<file path="config.mk">
export PLATFORM = sky130hd
export DESIGN_NAME = modbus_rtu_response_receiver_top_flat
export DESIGN_NICKNAME = d
export VERILOG_FILES = /design/src/rtl/core/mrtu_pkg.sv /design/src/rtl/core/mrtu_in_if.sv /design/src/rtl/core/mrtu_out_if.sv /design/src/rtl/core/modbus_rtu_response_receiver_top.sv /design/src/rtl/core/mrtu_crc_byte.sv /design/src/rtl/core/mrtu_frame_ctl.sv /design/src/flat_wrapper.sv
export SDC_FILE = /design/constraint.sdc
export NUM_CORES = 1
export LEC_CHECK = 0
export BUFFER_PORTS_ARGS = -buffer_cell sky130_fd_sc_hd__buf_2
export CAP_MARGIN = 20
export CORE_AREA = 3 3 172 174
export CTS_CLUSTER_SIZE = 28
export DETAILED_ROUTE_END_ITERATION = 6
export DIE_AREA = 0 0 175 177
export PLACE_DENSITY_LB_ADDON = 0.15
export SYNTH_ARGS = -nofsm -noshare
export SYNTH_HDL_FRONTEND = slang
export SYNTH_HIERARCHICAL = 1
export SYNTH_SLANG_ARGS = --single-unit
</file>
<file path="constraint.sdc">
create_clock -name clk -period 8.6 [get_ports clk]
set_clock_uncertainty 0.1 [all_clocks]
set_input_delay 0.43 -clock clk [delete_from_list [all_inputs] [get_ports clk]]
set_output_delay 0.43 -clock clk [all_outputs]
set_load 0.05 [all_outputs]
</file>
<file path="src/rtl/core/mrtu_pkg.sv">
`default_nettype none

package mrtu_pkg;

  // action codes of an input item
  localparam logic [1:0] ACT_START = 2'd0;
  localparam logic [1:0] ACT_BYTE  = 2'd1;
  localparam logic [1:0] ACT_TICK  = 2'd2;

  // closing status codes
  localparam logic [2:0] ST_OK      = 3'd0;
  localparam logic [2:0] ST_TIMEOUT = 3'd1;
  localparam logic [2:0] ST_SHORT   = 3'd2;
  localparam logic [2:0] ST_CRC     = 3'd3;
  localparam logic [2:0] ST_ADDR    = 3'd4;

  // result kinds
  localparam logic KIND_PAYLOAD = 1'b0;
  localparam logic KIND_STATUS  = 1'b1;

  localparam logic [15:0] SILENCE_RESET   = 16'd4;
  localparam logic [14:0] GAP_LIMIT_MIN   = 15'd2;
  localparam logic [14:0] GAP_LIMIT_RESET = SILENCE_RESET[15:1];
  localparam logic [8:0]  COUNT_MAX       = 9'd511;
  localparam logic [8:0]  MIN_FRAME_LEN   = 9'd4;
  localparam logic [15:0] GAP_MAX         = 16'hFFFF;
  localparam logic [15:0] CRC_INIT        = 16'hFFFF;
  localparam logic [15:0] CRC_POLY        = 16'hA001;

  typedef struct packed {
    logic [1:0]  action;
    logic [7:0]  unit_id;
    logic [15:0] timeout_ticks;
    logic [7:0]  rx_byte;
  } in_item_t;

  typedef struct packed {
    logic        kind;
    logic [7:0]  payload_byte;
    logic        is_function_code;
    logic [2:0]  status;
    logic        frame_done;
    logic [8:0]  frame_length;
  } out_item_t;

endpackage

`default_nettype wire

</file>
<file path="src/rtl/core/mrtu_in_if.sv">
`default_nettype none

interface mrtu_in_if;
  logic        valid;
  logic        ready;
  logic [1:0]  action;
  logic [7:0]  unit_id;
  logic [15:0] timeout_ticks;
  logic [7:0]  rx_byte;

  modport source (output valid, output action, output unit_id, output timeout_ticks,
                  output rx_byte, input ready);
  modport sink (input valid, input action, input unit_id, input timeout_ticks,
                input rx_byte, output ready);
endinterface

`default_nettype wire

</file>
<file path="src/rtl/core/mrtu_out_if.sv">
`default_nettype none

interface mrtu_out_if;
  logic       valid;
  logic       ready;
  logic       kind;
  logic [7:0] payload_byte;
  logic       is_function_code;
  logic [2:0] status;
  logic       frame_done;
  logic [8:0] frame_length;

  modport source (output valid, output kind, output payload_byte, output is_function_code,
                  output status, output frame_done, output frame_length, input ready);
  modport sink (input valid, input kind, input payload_byte, input is_function_code,
                input status, input frame_done, input frame_length, output ready);
endinterface

`default_nettype wire

</file>
<file path="src/rtl/core/modbus_rtu_response_receiver_top.sv">
// modbus rtu response receiver
//
// in_ch carries one item per handshake: a start (unit_id, timeout_ticks),
// a received byte (rx_byte) or one tick of time. out_ch carries payload
// bytes (function code first, then data, two bytes behind the line) and
// one closing status per transaction with frame_done set.
// cfg_we / cfg_wdata write silence_ticks; the gap limit max(silence/2, 2)
// is derived at the write, so write it only while the block is idle.
//
// an accepted item waits in the input register and is processed as it
// moves on, its result, if any, going into the output register and onto
// out_ch: one item per cycle sustained while out_ch does not stall. the
// per-byte crc is eight combinational xor/shift steps.
// when out_ch stalls, the input register holds one more item and in_ch
// ready drops until the output register empties.
// reset (rst, synchronous) empties both registers, returns the block to
// idle and sets silence_ticks back to 4.
`default_nettype none

module modbus_rtu_response_receiver_top (
  input  wire logic        clk,
  input  wire logic        rst,
  input  wire logic        cfg_we,
  input  wire logic [15:0] cfg_wdata,
  mrtu_in_if.sink          in_ch,
  mrtu_out_if.source       out_ch
);
  import mrtu_pkg::*;

  logic                s1_valid;
  in_item_t            s1_item;
  logic                out_valid;
  out_item_t           out_item;
  logic                advance;
  logic                in_accept;
  logic [14:0]         gap_limit;
  logic [14:0]         gap_limit_next;
  logic                res_valid;
  out_item_t           res;

  // output register free or being emptied this cycle
  assign advance   = !out_valid || out_ch.ready;
  assign in_ch.ready = !s1_valid || advance;
  assign in_accept = in_ch.valid && in_ch.ready;

  // gap limit: half the silence, never below two ticks
  assign gap_limit_next = (cfg_wdata[15:1] < GAP_LIMIT_MIN) ? GAP_LIMIT_MIN : cfg_wdata[15:1];

  always_ff @(posedge clk) begin
    if (rst) begin
      gap_limit <= GAP_LIMIT_RESET;
    end else if (cfg_we) begin
      gap_limit <= gap_limit_next;
    end
  end

  // input register
  always_ff @(posedge clk) begin
    if (rst) begin
      s1_valid <= 1'b0;
    end else if (in_accept) begin
      s1_valid <= 1'b1;
    end else if (advance) begin
      s1_valid <= 1'b0;
    end
  end

  always_ff @(posedge clk) begin
    if (in_accept) begin
      s1_item.action        <= in_ch.action;
      s1_item.unit_id       <= in_ch.unit_id;
      s1_item.timeout_ticks <= in_ch.timeout_ticks;
      s1_item.rx_byte       <= in_ch.rx_byte;
    end
  end

  // transaction state and per-item decision
  mrtu_frame_ctl u_ctl (
    .clk       (clk),
    .rst       (rst),
    .step      (s1_valid && advance),
    .item      (s1_item),
    .gap_limit (gap_limit),
    .res_valid (res_valid),
    .res       (res)
  );

  // output register
  always_ff @(posedge clk) begin
    if (rst) begin
      out_valid <= 1'b0;
    end else if (advance) begin
      out_valid <= s1_valid && res_valid;
    end
  end

  always_ff @(posedge clk) begin
    if (advance && s1_valid && res_valid) begin
      out_item <= res;
    end
  end

  assign out_ch.valid            = out_valid;
  assign out_ch.kind             = out_item.kind;
  assign out_ch.payload_byte     = out_item.payload_byte;
  assign out_ch.is_function_code = out_item.is_function_code;
  assign out_ch.status           = out_item.status;
  assign out_ch.frame_done       = out_item.frame_done;
  assign out_ch.frame_length     = out_item.frame_length;

endmodule

`default_nettype wire

</file>
<file path="src/rtl/core/mrtu_crc_byte.sv">
`default_nettype none

module mrtu_crc_byte (
  input  wire logic [15:0] crc_in,
  input  wire logic [7:0]  data,
  output logic      [15:0] crc_out
);
  import mrtu_pkg::*;

  // reflected crc-16, one bit per step
  always_comb begin
    logic [15:0] c;
    c = crc_in ^ {8'h00, data};
    for (int i = 0; i < 8; i++) begin
      if (c[0]) begin
        c = (c >> 1) ^ CRC_POLY;
      end else begin
        c = c >> 1;
      end
    end
    crc_out = c;
  end

endmodule

`default_nettype wire

</file>
<file path="src/rtl/core/mrtu_frame_ctl.sv">
`default_nettype none

module mrtu_frame_ctl (
  input  wire logic               clk,
  input  wire logic               rst,
  input  wire logic               step,
  input  wire mrtu_pkg::in_item_t item,
  input  wire logic [14:0]        gap_limit,
  output logic                    res_valid,
  output mrtu_pkg::out_item_t     res
);
  import mrtu_pkg::*;

  localparam logic [1:0] PH_IDLE = 2'd0;
  localparam logic [1:0] PH_WAIT = 2'd1;
  localparam logic [1:0] PH_RECV = 2'd2;

  logic [1:0]  phase, phase_next;
  logic [7:0]  expected_address, expected_address_next;
  logic [15:0] ticks_left, ticks_left_next;
  logic [15:0] gap_count, gap_count_next;
  logic [8:0]  byte_count, byte_count_next;
  logic [15:0] running_crc, running_crc_next;
  logic [7:0]  held0, held0_next;
  logic [7:0]  held1, held1_next;
  logic [7:0]  address_seen, address_seen_next;

  logic [15:0] crc_upd;
  logic [8:0]  count_inc;
  logic [15:0] ticks_dec;
  logic [15:0] gap_inc;
  logic [2:0]  close_status;

  mrtu_crc_byte u_crc (
    .crc_in  (running_crc),
    .data    (held0),
    .crc_out (crc_upd)
  );

  assign count_inc = (byte_count < COUNT_MAX) ? byte_count + 9'd1 : byte_count;
  assign ticks_dec = (ticks_left != 16'd0) ? ticks_left - 16'd1 : ticks_left;
  assign gap_inc   = (gap_count < GAP_MAX) ? gap_count + 16'd1 : gap_count;

  // checks in priority order
  always_comb begin
    if (byte_count < MIN_FRAME_LEN) begin
      close_status = ST_SHORT;
    end else if ({held1, held0} != running_crc) begin
      close_status = ST_CRC;
    end else if (address_seen != expected_address) begin
      close_status = ST_ADDR;
    end else begin
      close_status = ST_OK;
    end
  end

  always_comb begin
    phase_next            = phase;
    expected_address_next = expected_address;
    ticks_left_next       = ticks_left;
    gap_count_next        = gap_count;
    byte_count_next       = byte_count;
    running_crc_next      = running_crc;
    held0_next            = held0;
    held1_next            = held1;
    address_seen_next     = address_seen;
    res_valid             = 1'b0;
    res                   = '0;

    case (item.action)
      ACT_START: begin
        expected_address_next = item.unit_id;
        ticks_left_next       = item.timeout_ticks;
        gap_count_next        = 16'd0;
        byte_count_next       = 9'd0;
        running_crc_next      = CRC_INIT;
        held0_next            = 8'd0;
        held1_next            = 8'd0;
        address_seen_next     = 8'd0;
        if (item.timeout_ticks == 16'd0) begin
          phase_next     = PH_IDLE;
          res_valid      = 1'b1;
          res.kind       = KIND_STATUS;
          res.status     = ST_TIMEOUT;
          res.frame_done = 1'b1;
        end else begin
          phase_next = PH_WAIT;
        end
      end
      ACT_BYTE: begin
        if (phase != PH_IDLE) begin
          if (phase == PH_WAIT) begin
            address_seen_next = item.rx_byte;
            phase_next        = PH_RECV;
          end
          held0_next      = held1;
          held1_next      = item.rx_byte;
          gap_count_next  = 16'd0;
          byte_count_next = count_inc;
          // the byte leaving the two-deep hold goes into the crc
          if (byte_count >= 9'd2) begin
            running_crc_next = crc_upd;
            if (byte_count >= 9'd3) begin
              res_valid            = 1'b1;
              res.kind             = KIND_PAYLOAD;
              res.payload_byte     = held0;
              res.is_function_code = (byte_count == 9'd3);
              res.frame_length     = count_inc;
            end
          end
        end
      end
      ACT_TICK: begin
        if (phase != PH_IDLE) begin
          ticks_left_next = ticks_dec;
          if (phase == PH_WAIT) begin
            if (ticks_dec == 16'd0) begin
              phase_next     = PH_IDLE;
              res_valid      = 1'b1;
              res.kind       = KIND_STATUS;
              res.status     = ST_TIMEOUT;
              res.frame_done = 1'b1;
            end
          end else begin
            gap_count_next = gap_inc;
            if (ticks_dec == 16'd0 || gap_inc >= {1'b0, gap_limit}) begin
              phase_next       = PH_IDLE;
              res_valid        = 1'b1;
              res.kind         = KIND_STATUS;
              res.status       = close_status;
              res.frame_done   = 1'b1;
              res.frame_length = byte_count;
            end
          end
        end
      end
      default: begin
      end
    endcase
  end

  always_ff @(posedge clk) begin
    if (rst) begin
      phase            <= PH_IDLE;
      expected_address <= 8'd0;
      ticks_left       <= 16'd0;
      gap_count        <= 16'd0;
      byte_count       <= 9'd0;
      running_crc      <= CRC_INIT;
      held0            <= 8'd0;
      held1            <= 8'd0;
      address_seen     <= 8'd0;
    end else if (step) begin
      phase            <= phase_next;
      expected_address <= expected_address_next;
      ticks_left       <= ticks_left_next;
      gap_count        <= gap_count_next;
      byte_count       <= byte_count_next;
      running_crc      <= running_crc_next;
      held0            <= held0_next;
      held1            <= held1_next;
      address_seen     <= address_seen_next;
    end
  end

endmodule

`default_nettype wire

</file>
<file path="src/flat_wrapper.sv">
// flat-port wrapper written by rule: the top's interface ports become plain ports
module modbus_rtu_response_receiver_top_flat import mrtu_pkg::*;
  (clk, rst, cfg_we, cfg_wdata, in_ch_valid, in_ch_action, in_ch_unit_id, in_ch_timeout_ticks, in_ch_rx_byte, in_ch_ready, out_ch_valid, out_ch_kind, out_ch_payload_byte, out_ch_is_function_code, out_ch_status, out_ch_frame_done, out_ch_frame_length, out_ch_ready);
  mrtu_in_if in_ch_i ();
  mrtu_out_if out_ch_i ();
  input  wire logic clk;
  input  wire logic rst;
  input  wire logic cfg_we;
  input  wire logic [15:0] cfg_wdata;
  input wire logic [$bits(in_ch_i.valid)-1:0] in_ch_valid;
  input wire logic [$bits(in_ch_i.action)-1:0] in_ch_action;
  input wire logic [$bits(in_ch_i.unit_id)-1:0] in_ch_unit_id;
  input wire logic [$bits(in_ch_i.timeout_ticks)-1:0] in_ch_timeout_ticks;
  input wire logic [$bits(in_ch_i.rx_byte)-1:0] in_ch_rx_byte;
  output wire logic [$bits(in_ch_i.ready)-1:0] in_ch_ready;
  output wire logic [$bits(out_ch_i.valid)-1:0] out_ch_valid;
  output wire logic [$bits(out_ch_i.kind)-1:0] out_ch_kind;
  output wire logic [$bits(out_ch_i.payload_byte)-1:0] out_ch_payload_byte;
  output wire logic [$bits(out_ch_i.is_function_code)-1:0] out_ch_is_function_code;
  output wire logic [$bits(out_ch_i.status)-1:0] out_ch_status;
  output wire logic [$bits(out_ch_i.frame_done)-1:0] out_ch_frame_done;
  output wire logic [$bits(out_ch_i.frame_length)-1:0] out_ch_frame_length;
  input wire logic [$bits(out_ch_i.ready)-1:0] out_ch_ready;
  assign in_ch_i.valid = in_ch_valid;
  assign in_ch_i.action = in_ch_action;
  assign in_ch_i.unit_id = in_ch_unit_id;
  assign in_ch_i.timeout_ticks = in_ch_timeout_ticks;
  assign in_ch_i.rx_byte = in_ch_rx_byte;
  assign in_ch_ready = in_ch_i.ready;
  assign out_ch_valid = out_ch_i.valid;
  assign out_ch_kind = out_ch_i.kind;
  assign out_ch_payload_byte = out_ch_i.payload_byte;
  assign out_ch_is_function_code = out_ch_i.is_function_code;
  assign out_ch_status = out_ch_i.status;
  assign out_ch_frame_done = out_ch_i.frame_done;
  assign out_ch_frame_length = out_ch_i.frame_length;
  assign out_ch_i.ready = out_ch_ready;
  modbus_rtu_response_receiver_top u_core (.clk(clk), .rst(rst), .cfg_we(cfg_we), .cfg_wdata(cfg_wdata), .in_ch(in_ch_i), .out_ch(out_ch_i));
endmodule
</file>
After elaboration in Yosys (flattened, before gate mapping)
Index checks and enable logic that the tools add are counted.

word-level totals
  memory bits (read-only) = 0
  logic and storage cells = 147
  bits in registers = 165
  output and inout port bits = 25
  memories = 0
  memory bits (writable) = 0
  bits in latches = 0
  input bits = 55

operators by class
  add/subtract/negate cells = 3
  multiply operators = 0
  equality and inequality tests = 13
  div/mod/pow operators = 0
  bitwise gates (word level) = 9
  magnitude comparators = 7
  shifts and indexed selects = 0
  reduce and logical (&&, ||, !) cells = 26
  mux-type cells = 67

operators with widths
  cell                                                                            number
  16-bit 2-to-1 mux                                                               16
  16-bit case mux with 2 select lines                                             2
  9-bit 2-to-1 mux                                                                7
  16-bit case mux with 3 select lines                                             1
  8-bit case mux with 2 select lines                                              3
  9-bit case mux with 2 select lines                                              2
  16-bit zero test                                                                2
  8-bit 2-to-1 mux                                                                4
  13-bit 2-to-1 mux                                                               2
  2-bit inverter with 3-bit output                                                8
  10-bit 2-to-1 mux                                                               2
  9-bit by 2-bit >= comparator with 1-bit output (second input constant)          2
  16-bit by 1-bit adder with 16-bit output (second input constant)                1
  16-bit by 15-bit >= comparator with 1-bit output                                1
  16-bit less-than comparator (second input constant)                             1
  2-bit 2-to-1 mux                                                                8
  16-bit inequality test                                                          1
  16-bit nonzero test                                                             1
  16-bit by 1-bit subtractor with 16-bit output (second input constant)           1
  16-bit by 8-bit XOR with 16-bit output                                          1
  15-bit by 2-bit less-than comparator with 1-bit output (second input constant)  1
  15-bit 2-to-1 mux                                                               1
  4-bit AND reduction                                                             3
  1-bit 2-to-1 mux                                                                11
  24 further kinds                                                                43

Logic depth before layout (Yosys ltp)
Gate-level depths: netlist (run 1).

  depth after elaboration = 20
  mapped depth = 16
  depth with buffers taken out = 14

Modules after synthesis
The synthesis (run 1) kept the hierarchy.

by module, submodules not included
  module                            seq. area each (um^2)  instances  area an instance (um^2)  cells each
  mrtu_frame_ctl                    1821.7                 1          5721.7                   757
  modbus_rtu_response_receiver_top  2052.0                 1          2396.0                   125
  mrtu_crc_byte                     0.0                    1          284.0                    29

Worst setup path after synthesis (run 1)
Ideal clock, no wire load.

  kind = register to register
  start point = register u_core.u_ctl.gap_count[3]
  end point = register u_core.out_item, in the netlist u_core/out_ch.frame_done, enable pin
  setup time = 403 ps
  buffers on the path = 2
  clock period less this slack = 4532 ps
  setup slack = 4068 ps
  stages on the path, launching flop included = 17
  data required time = 8097 ps
  arrival time = 4029 ps
  cell sequence = dfxtp_1 clkbuf_1 nand4_1 nor3_1 nand3_1 clkbuf_1 nand4_1 xnor2_1 ha_1 nand4_1 a211oi_1 a221oi_1 o211ai_1 a2bb2oi_1 a41oi_1 nand2_1 nor2_1

on the way
  cells in the longest elaborated chain, start to end = 9
  elaborated cells between the ends (all ways) = 10
  classes of those cells = add/sub (1); order compare (2); mux (5); reduce/logical (2)

RTL lines
  item                                                                                            line                                    RTL
  from (decl)                                                                                     mrtu_frame_ctl.sv:21                    logic [15:0] gap_count, gap_count_next;
  from (signal assigned)                                                                          mrtu_frame_ctl.sv:157                   gap_count <= gap_count_next;
  16-bit by 1-bit adder with 16-bit output / 16-bit less-than comparator (equally long branches)  mrtu_frame_ctl.sv:42                    assign gap_inc = (gap_count < GAP_MAX) ? gap_count + 16'd1 : gap_count;
  16-bit 2-to-1 mux *                                                                             mrtu_frame_ctl.sv:42
  16-bit by 15-bit >= comparator with 1-bit output *                                              mrtu_frame_ctl.sv:126                   if (ticks_dec == 16'd0 || gap_inc >= {1'b0, gap_limit}) begin
  1-bit logical OR *                                                                              mrtu_frame_ctl.sv:126
  1-bit 2-to-1 mux *                                                                              mrtu_frame_ctl.sv:126
  1-bit 2-to-1 mux *                                                                              mrtu_frame_ctl.sv:116                   if (phase == PH_WAIT) begin
  1-bit 2-to-1 mux *                                                                              mrtu_frame_ctl.sv:114                   if (phase != PH_IDLE) begin
  1-bit case mux with 3 select lines *                                                            mrtu_frame_ctl.sv:70                    case (item.action)
  named net u_core.res_valid                                                                      modbus_rtu_response_receiver_top.sv:38  logic res_valid;
  1-bit logical AND *                                                                             modbus_rtu_response_receiver_top.sv:98  if (advance && s1_valid && res_valid) begin
  to (signal assigned)                                                                            modbus_rtu_response_receiver_top.sv:99  out_item <= res;
  to (decl)                                                                                       modbus_rtu_response_receiver_top.sv:33  out_item_t out_item;

Mark *: on every way through the listed nets, which the timed path passes. The rest lies on a longest branch.
A chain may end at the register's enable or synchronous reset.

==> results of run 1 <==
## worst reg2reg max path: stages (launching register included)
cell,delay (ps)
sky130_fd_sc_hd__dfxtp_1,450
sky130_fd_sc_hd__nand4_1,190
sky130_fd_sc_hd__nor3_1,560
sky130_fd_sc_hd__nand3_1,510
sky130_fd_sc_hd__nand2_1,290
sky130_fd_sc_hd__xnor2_1,170
sky130_fd_sc_hd__ha_1,290
sky130_fd_sc_hd__a2111oi_0,350
sky130_fd_sc_hd__o21ai_0,150
sky130_fd_sc_hd__a221oi_1,300
sky130_fd_sc_hd__o211ai_1,250
sky130_fd_sc_hd__o211ai_2,720
sky130_fd_sc_hd__o21ai_0,230
## synth_stat cells (8+ instances only)
cell                       instances
sky130_fd_sc_hd__dfxtp_1         108
sky130_fd_sc_hd__nor2_1          104
sky130_fd_sc_hd__nand2_1          65
sky130_fd_sc_hd__edfxtp_1         57
sky130_fd_sc_hd__a21oi_1          55
sky130_fd_sc_hd__clkbuf_1         49
sky130_fd_sc_hd__o21ai_0          41
sky130_fd_sc_hd__nand3_1          33
sky130_fd_sc_hd__xnor2_1          31
sky130_fd_sc_hd__inv_1            30
sky130_fd_sc_hd__a22oi_1          28
sky130_fd_sc_hd__xor2_1           25
sky130_fd_sc_hd__ha_1             22
sky130_fd_sc_hd__mux2i_1          22
sky130_fd_sc_hd__nand2b_1         22
sky130_fd_sc_hd__nor3_1           21
sky130_fd_sc_hd__nand3b_1         17
sky130_fd_sc_hd__nor4_1           17
sky130_fd_sc_hd__nand4_1          15
sky130_fd_sc_hd__a21o_1           12
sky130_fd_sc_hd__and3_1           11
sky130_fd_sc_hd__nor2b_1          11
sky130_fd_sc_hd__and2_1           10
sky130_fd_sc_hd__a211oi_1          9
sky130_fd_sc_hd__or4_1             8
## registers in the layout (all words and copies together) (netlist names), 9 cells and up
register                    cells
u_core/s1_item                 34
u_core/u_ctl/gap_count         16
u_core/u_ctl/byte_count         9
u_core/u_ctl/ticks_left        16
u_core/out_ch.frame_length      9
u_core/u_ctl/running_crc       16
u_core/gap_limit               15
## stage by stage
stage | hold slack, ps | total power [uW]
finish | 63.5 | 1780
global route | 39.7 | 1860
CTS | 47.5 | 1810
detailed placement | 361 | 1040
global placement | 358 | 1040
floorplan | 344 | 984
## logic make-up after synthesis
kind of cell / Yosys count / synth area share (%)
AOI/OAI and AO/OA: 195 / 14.9
xor gates and xnor gates: 60 / 6.69
adders and majority gates: 22 / 3.28
buffers and inverters: 94 / 4.88
DFF: 165 / 46.1
muxes: 26 / 3.16
and+or+nand+nor: 349 / 21.0
## path summary, 6_finish.rpt
check	endpoint	startpoint	slack, ps	cells after the start
worst max-delay path	u_core/out_ch.frame_length[5]	u_core/u_ctl/gap_count[3]	3760	12
worst min-delay path	u_core/s1_item[1]	in_ch_rx_byte[1]	60	1
worst max register to register	u_core/out_ch.frame_length[5]	u_core/u_ctl/gap_count[3]	3760	12
worst min register to register	u_core/u_ctl/address_seen[4]	u_core/u_ctl/address_seen[4]	370	2
## layout make-up
type | instances | area (sq um) | share of cell area, %
Sequential cell | 165 | 3870 | 40.1
Clock inverter | 14 | 129 | 1.34
Inverter | 30 | 113 | 1.17
Multi-Input combinational cell | 652 | 4130 | 42.8
Tap cell | 378 | 473 | 4.90
Timing Repair Buffer | 90 | 483 | 5.00
Clock buffer | 18 | 450 | 4.67
## routing by layer
layer	wire, um	vias to the layer above	share of wire, %	GRT usage, %
met5	0	-	0	0
met4	191	0	0.91	2.99
met3	799	13	3.8	3.22
met2	9130	117	44	20.9
met1	10800	3021	52	19.7
li1	-	3349	-	-
## power breakdown
group	total [uW]	switching (uW)	internal [uW]	leakage (uW)
Combinational	171	106	65.0	0.00183
Sequential	846	17.7	829	0.00142
Clock	760	359	401	0.000283
==> flow_summary.json, run 1 <==
{
  "outcome": "complete, no violations",
  "slew_viol_final": 0,
  "layout_net_count": 1033,
  "number_of_antenna_violations_at_the_first_check_in_global_routing": 0,
  "min_period_ps": 4840,
  "placement.setup.worst_slack_ps": 3720,
  "grt_overflow": 0,
  "grt_setup_unrepaired": "no",
  "yosysUniqueCellTypes": 63,
  "grt_first_pass_wirelength_mm": 33.9,
  "most_frequent_standard_cell_in_the_layout_excluding_fill_and_tap_cells": "sky130_fd_sc_hd__dfxtp_1",
  "via_count": 6500,
  "max_clock_freq_mhz": 206,
  "layout.filler_cells": 2938,
  "port_buffers": 78,
  "critPathMaxStageDelay_ps": 710,
  "avgSynthCellArea_sq_um": 9.22,
  "grt_start_max_net_pins": 81,
  "synth_seq_area_share_pct": 46.1,
  "initialDrtViolationCount": 415,
  "place_hpwl_mm": 14.4,
  "postRouteAntennaNets": 0,
  "final_core_utilization_pct": 34.6,
  "final_min_period_over_clock_period_pct": 56.3,
  "ys_ff_latch": 165,
  "grtUsageTotal_pct": 13.7,
  "totalNegativeSetupSlack_ps": 0,
  "area_growth_pct": 14.9,
  "postSynthCellCount": 911,
  "post-route-worst-setup-slack_ps": 3760,
  "dpl-instance-area_sq_um": 9070,
  "drtPass1Iterations": 5,
  "worstPathMaxFanout": 12,
  "worst_pin_slew_ps": 938,
  "power_density_nw_per_um2": 184,
  "area_of_the_placeable_core_sq_um": 27900,
  "power.leakage_uw": 0.00353,
  "async_flop_share_pct": 0,
  "postLayoutCellArea_sq_um": 9650,
  "cts_setup_buffers": 0,
  "place_congestion": 0.790,
  "number_of_cells_after_detailed_placement": 1315,
  "synth_ff_type": "sky130_fd_sc_hd__dfxtp_1",
  "floorplan.io_pins": 80,
  "insertedDiodeCount": 0,
  "die_height_um": 177,
  "cts_hold_buffers": 0,
  "drt_wl_total_mm": 20.9,
  "timing.final.setup_violations": 0,
  "family_of_cells_with_the_greatest_summed_delay_on_the_critical_path": "compound AO/OA/AOI/OAI gates",
  "via_per_instance_ratio": 4.83,
  "synthTopCellsByArea": "sky130_fd_sc_hd__dfxtp_1, sky130_fd_sc_hd__edfxtp_1, sky130_fd_sc_hd__nor2_1",
  "worst_setup_end_kind": "flip-flop",
  "finalHoldViolCount": 0,
  "hold_path.class": "in2reg",
  "yosysTopAreaCell": "sky130_fd_sc_hd__dfxtp_1",
  "layout.cells.most_common_list": "sky130_fd_sc_hd__dfxtp_1, sky130_fd_sc_hd__nor2_1, sky130_fd_sc_hd__buf_2, sky130_fd_sc_hd__nand2_1, sky130_fd_sc_hd__edfxtp_1",
  "avgRoutedWirePerCell_um": 15.5,
  "max-clock-path-buffers": 2,
  "die_w_um": 175,
  "number_of_max_capacitance_violations_reported": 0,
  "final_layout_size_suffix_gt1_share_pct": 14.3,
  "first_global_vias": 6204,
  "path_clk_slew_ps": 70,
  "timing.critical_path.cells": "nand4_1 > nor3_1 > nand3_1 > nand2_1 > xnor2_1 > ha_1 > a2111oi_0 > o21ai_0 > a221oi_1 > o211ai_1 > o211ai_2 > o21ai_0",
  "synth_edf_count": 57,
  "critical_path.startpoint_type": "flip-flop",
  "initial_core_util_pct": 30.1,
  "clock_latency_ps": 440,
  "path_buf_inv": 0,
  "worst_setup_path_type": "reg2reg",
  "post-synth-top-area-fraction_pct": 25.7,
  "synthesis.area_sq_um": 8400,
  "clockRootBuffer": "sky130_fd_sc_hd__clkbuf_16",
  "stdcell_count": 1347,
  "worst_ep_required_time_ps": 8640,
  "std_cell_rows": 61,
  "die-area_sq_um": 31000,
  "syn_nets": 988,
  "cp_common_cell": "sky130_fd_sc_hd__o21ai_0",
  "ir_worst_vdd_mv": 0.113,
  "sinks_on_the_clock_net": 165,
  "critical_path_arrival_ps": 4880,
  "number_of_resized_instances_in_the_post_cts_repair_step": 0,
  "tritoncts_clock_tree": "yes",
  "cts_made_buffers": 17,
  "slew-limit-headroom_pct": 37.5,
  "synthesis.yosys.warnings": 6,
  "h_tree_level_count": 4,
  "total_drc_errors_in_the_routed_layout": 0,
  "timing.critical_path.slowest_stage_cell": "sky130_fd_sc_hd__o211ai_2"
}
(Power assumes the default switching activity.)
==> run 2: changes to the inputs <==
==> constraint.sdc (replaced) <==
create_clock -name clk -period 4.74 [get_ports clk]
set_clock_uncertainty 0.1 [all_clocks]
set_input_delay 0.237 -clock clk [delete_from_list [all_inputs] [get_ports clk]]
set_output_delay 0.237 -clock clk [all_outputs]
set_load 0.05 [all_outputs]
==> run 2 against run 1 <==
Design area increased by 5.3%; wire length grew 1.6%; non-clock buffer count rose by 50; clock-buffer cell count stayed put; hold slack lost 39 ps; sequential share of layout area shrank 2.0 points; die area is the same; clock power rose by 86%; setup slack got worse by 3400 ps; register-to-register slack worse by 3400 ps.
==> flow_summary.json, run 2 (synthesis results as in run 1) <==
{
  "outcome": "complete, no violations",
  "number_of_antenna_violations_at_the_first_check_in_global_routing": 0,
  "postRouteAntennaNets": 0,
  "tritoncts_clock_tree": "yes",
  "grt_setup_unrepaired": "no",
  "cp_common_cell": "sky130_fd_sc_hd__nand4_1",
  "worst_pin_slew_ps": 953,
  "area_of_the_placeable_core_sq_um": 27900,
  "ir_worst_vdd_mv": 0.196,
  "port_buffers": 78,
  "min_period_ps": 4340,
  "layout.filler_cells": 2924,
  "die_height_um": 177,
  "multi_input_gate_area_sq_um": 4130,
  "floorplan.io_pins": 80,
  "final_layout_size_suffix_gt1_share_pct": 13.7,
  "worstPathMaxFanout": 23,
  "layout_net_count": 1083,
  "cts_made_buffers": 17,
  "drt_wl_total_mm": 21.3,
  "initialDrtViolationCount": 315,
  "final_core_utilization_pct": 36.4,
  "finalHoldViolCount": 0,
  "worst_ep_required_time_ps": 4730,
  "h_tree_level_count": 4,
  "timing.final.setup_violations": 0,
  "share_seq_of_total_power_pct": 46.7,
  "seq_area_sq_um": 3870,
  "largest_register_ff_count": 34,
  "power_density_nw_per_um2": 324,
  "max_flop_register": "u_core/s1_item",
  "die-area_sq_um": 31000,
  "via_count": 6683,
  "slew-limit-headroom_pct": 36.5,
  "grt_overflow": 0,
  "max-clock-path-buffers": 2,
  "number_of_max_capacitance_violations_reported": 0,
  "cts_setup_buffers": 0,
  "sinks_on_the_clock_net": 165,
  "switchingPower_uw": 850,
  "via_per_instance_ratio": 4.78,
  "place_congestion": 0.796,
  "most_frequent_standard_cell_in_the_layout_excluding_fill_and_tap_cells": "sky130_fd_sc_hd__dfxtp_1",
  "grt_start_max_net_pins": 67,
  "totalNegativeSetupSlack_ps": 0,
  "post-layout-total-power_uw": 3290,
  "timing.critical_path.cells": "nand4_1 > nor3_1 > nand3_1 > and3_1 > xor2_1 > ha_1 > nand4_1 > a211oi_1 > a221oi_1 > o211ai_1 > a2bb2oi_1 > a41oi_1 > nand2_1 > nor2_2 > buf_4",
  "drtPass1Iterations": 4,
  "critPathMaxStageDelay_ps": 450,
  "clockRootBuffer": "sky130_fd_sc_hd__clkbuf_16",
  "first_global_vias": 6299,
  "grtUsageTotal_pct": 13.6,
  "p_clk_share_pct": 42.9,
  "grt_first_pass_wirelength_mm": 33.8,
  "final_min_period_over_clock_period_pct": 91.5,
  "total_drc_errors_in_the_routed_layout": 0,
  "critical_path.startpoint_type": "flip-flop",
  "max_clock_freq_mhz": 231,
  "die_w_um": 175,
  "critical_path_arrival_ps": 4320,
  "worst_setup_path_type": "reg2reg",
  "post-route-worst-setup-slack_ps": 405,
  "combPwrFrac_pct": 10.4,
  "sw_frac_of_total_pct": 25.8,
  "initial_core_util_pct": 30.1,
  "path_clk_slew_ps": 70,
  "slew_viol_final": 0,
  "place_hpwl_mm": 14.6,
  "hold_path.class": "in2reg",
  "clock_latency_ps": 430,
  "worst_setup_end_kind": "flip-flop",
  "avgRoutedWirePerCell_um": 15.2,
  "placement.setup.worst_slack_ps": 445,
  "insertedDiodeCount": 0,
  "timing.critical_path.slowest_stage_cell": "sky130_fd_sc_hd__dfxtp_1",
  "internal_power_uw": 2440,
  "layout.cells.most_common_list": "sky130_fd_sc_hd__dfxtp_1, sky130_fd_sc_hd__nor2_1, sky130_fd_sc_hd__buf_2, sky130_fd_sc_hd__nand2_1, sky130_fd_sc_hd__edfxtp_1",
  "power.leakage_uw": 0.00374,
  "std_cell_rows": 61,
  "area_growth_pct": 20.9
}
==> run 2: cell count changes in the layout (fill, tap and decap cells not counted), moves of 2 or more <==
cell	previous run	this run
sky130_fd_sc_hd__dlygate4sd3_1	0	48
sky130_fd_sc_hd__inv_8	5	2
sky130_fd_sc_hd__buf_4	13	15
sky130_fd_sc_hd__bufinv_16	0	2
==> run 2: routing by layer <==
metal / track usage [%] / part of all wire, % / vias up
met5: 0 / 0 / -
met4: 3.69 / 0.85 / 0
met3: 2.40 / 3.2 / 12
met2: 21.5 / 45 / 93
met1: 19.3 / 51 / 3136
li1: - / - / 3442
==> run 2: timing repair <==
action	in CTS	in global routing
hold buffers	48	0
hold endpoints to repair	48	0
resized for setup	0	0
==> run 2: area by class of cell <==
class / instances / area share, %
sequential: 165 / 38.1
multi-input combinational: 652 / 40.7
clock inverter: 14 / 1.59
clock buffer: 18 / 4.22
timing repair buffer: 140 / 9.63
tap: 378 / 4.66
inverter: 30 / 1.11
==> run 2: power groups by stage <==
stage	logic [uW]	clock network (uW)	registers, uW
finish	341	1410	1540
global route	385	1520	1540
CTS	345	1470	1540
detailed placement	313	0	1570
global placement	313	0	1570
floorplan	231	0	1550
==> run 2: worst paths after layout <==
kind | cells past startpoint | to | slack [ps] | startpoint
setup / recovery | 15 | u_core/out_ch.frame_length[1] | 400 | u_core/u_ctl/gap_count[3]
hold / removal | 3 | u_core/gap_limit[12] | 20 | cfg_wdata[13]
setup reg to reg | 15 | u_core/out_ch.frame_length[1] | 400 | u_core/u_ctl/gap_count[3]
hold reg to reg | 2 | u_core/u_ctl/address_seen[3] | 370 | u_core/u_ctl/address_seen[3]
==> run 2: stage by stage <==
| stage | hold slack (ps) | instances | cell area (sq um) |
|---|---|---|---|
| 2_1_floorplan | 236 | 911 | 8400 |
| 3_3_place_gp | 314 | 1317 | 9090 |
| 3_5_place_dp | 315 | 1317 | 9090 |
| 4_1_cts | 6.75 | 1397 | 10200 |
| 5_1_grt | 34.0 | 1397 | 10200 |
| 6_report | 25.0 | 1397 | 10200 |
==> run 2: worst max-delay path, delay by kind of cell (launching register included) <==
family                     cells  cell delay [ps]
buffers and inverters          1              340
adders and majority gates      1              320
xor gates and xnor gates       1              160
AOI/OAI and AO/OA              5             1220
DFF                            1              450
and+or+nand+nor                7             1400
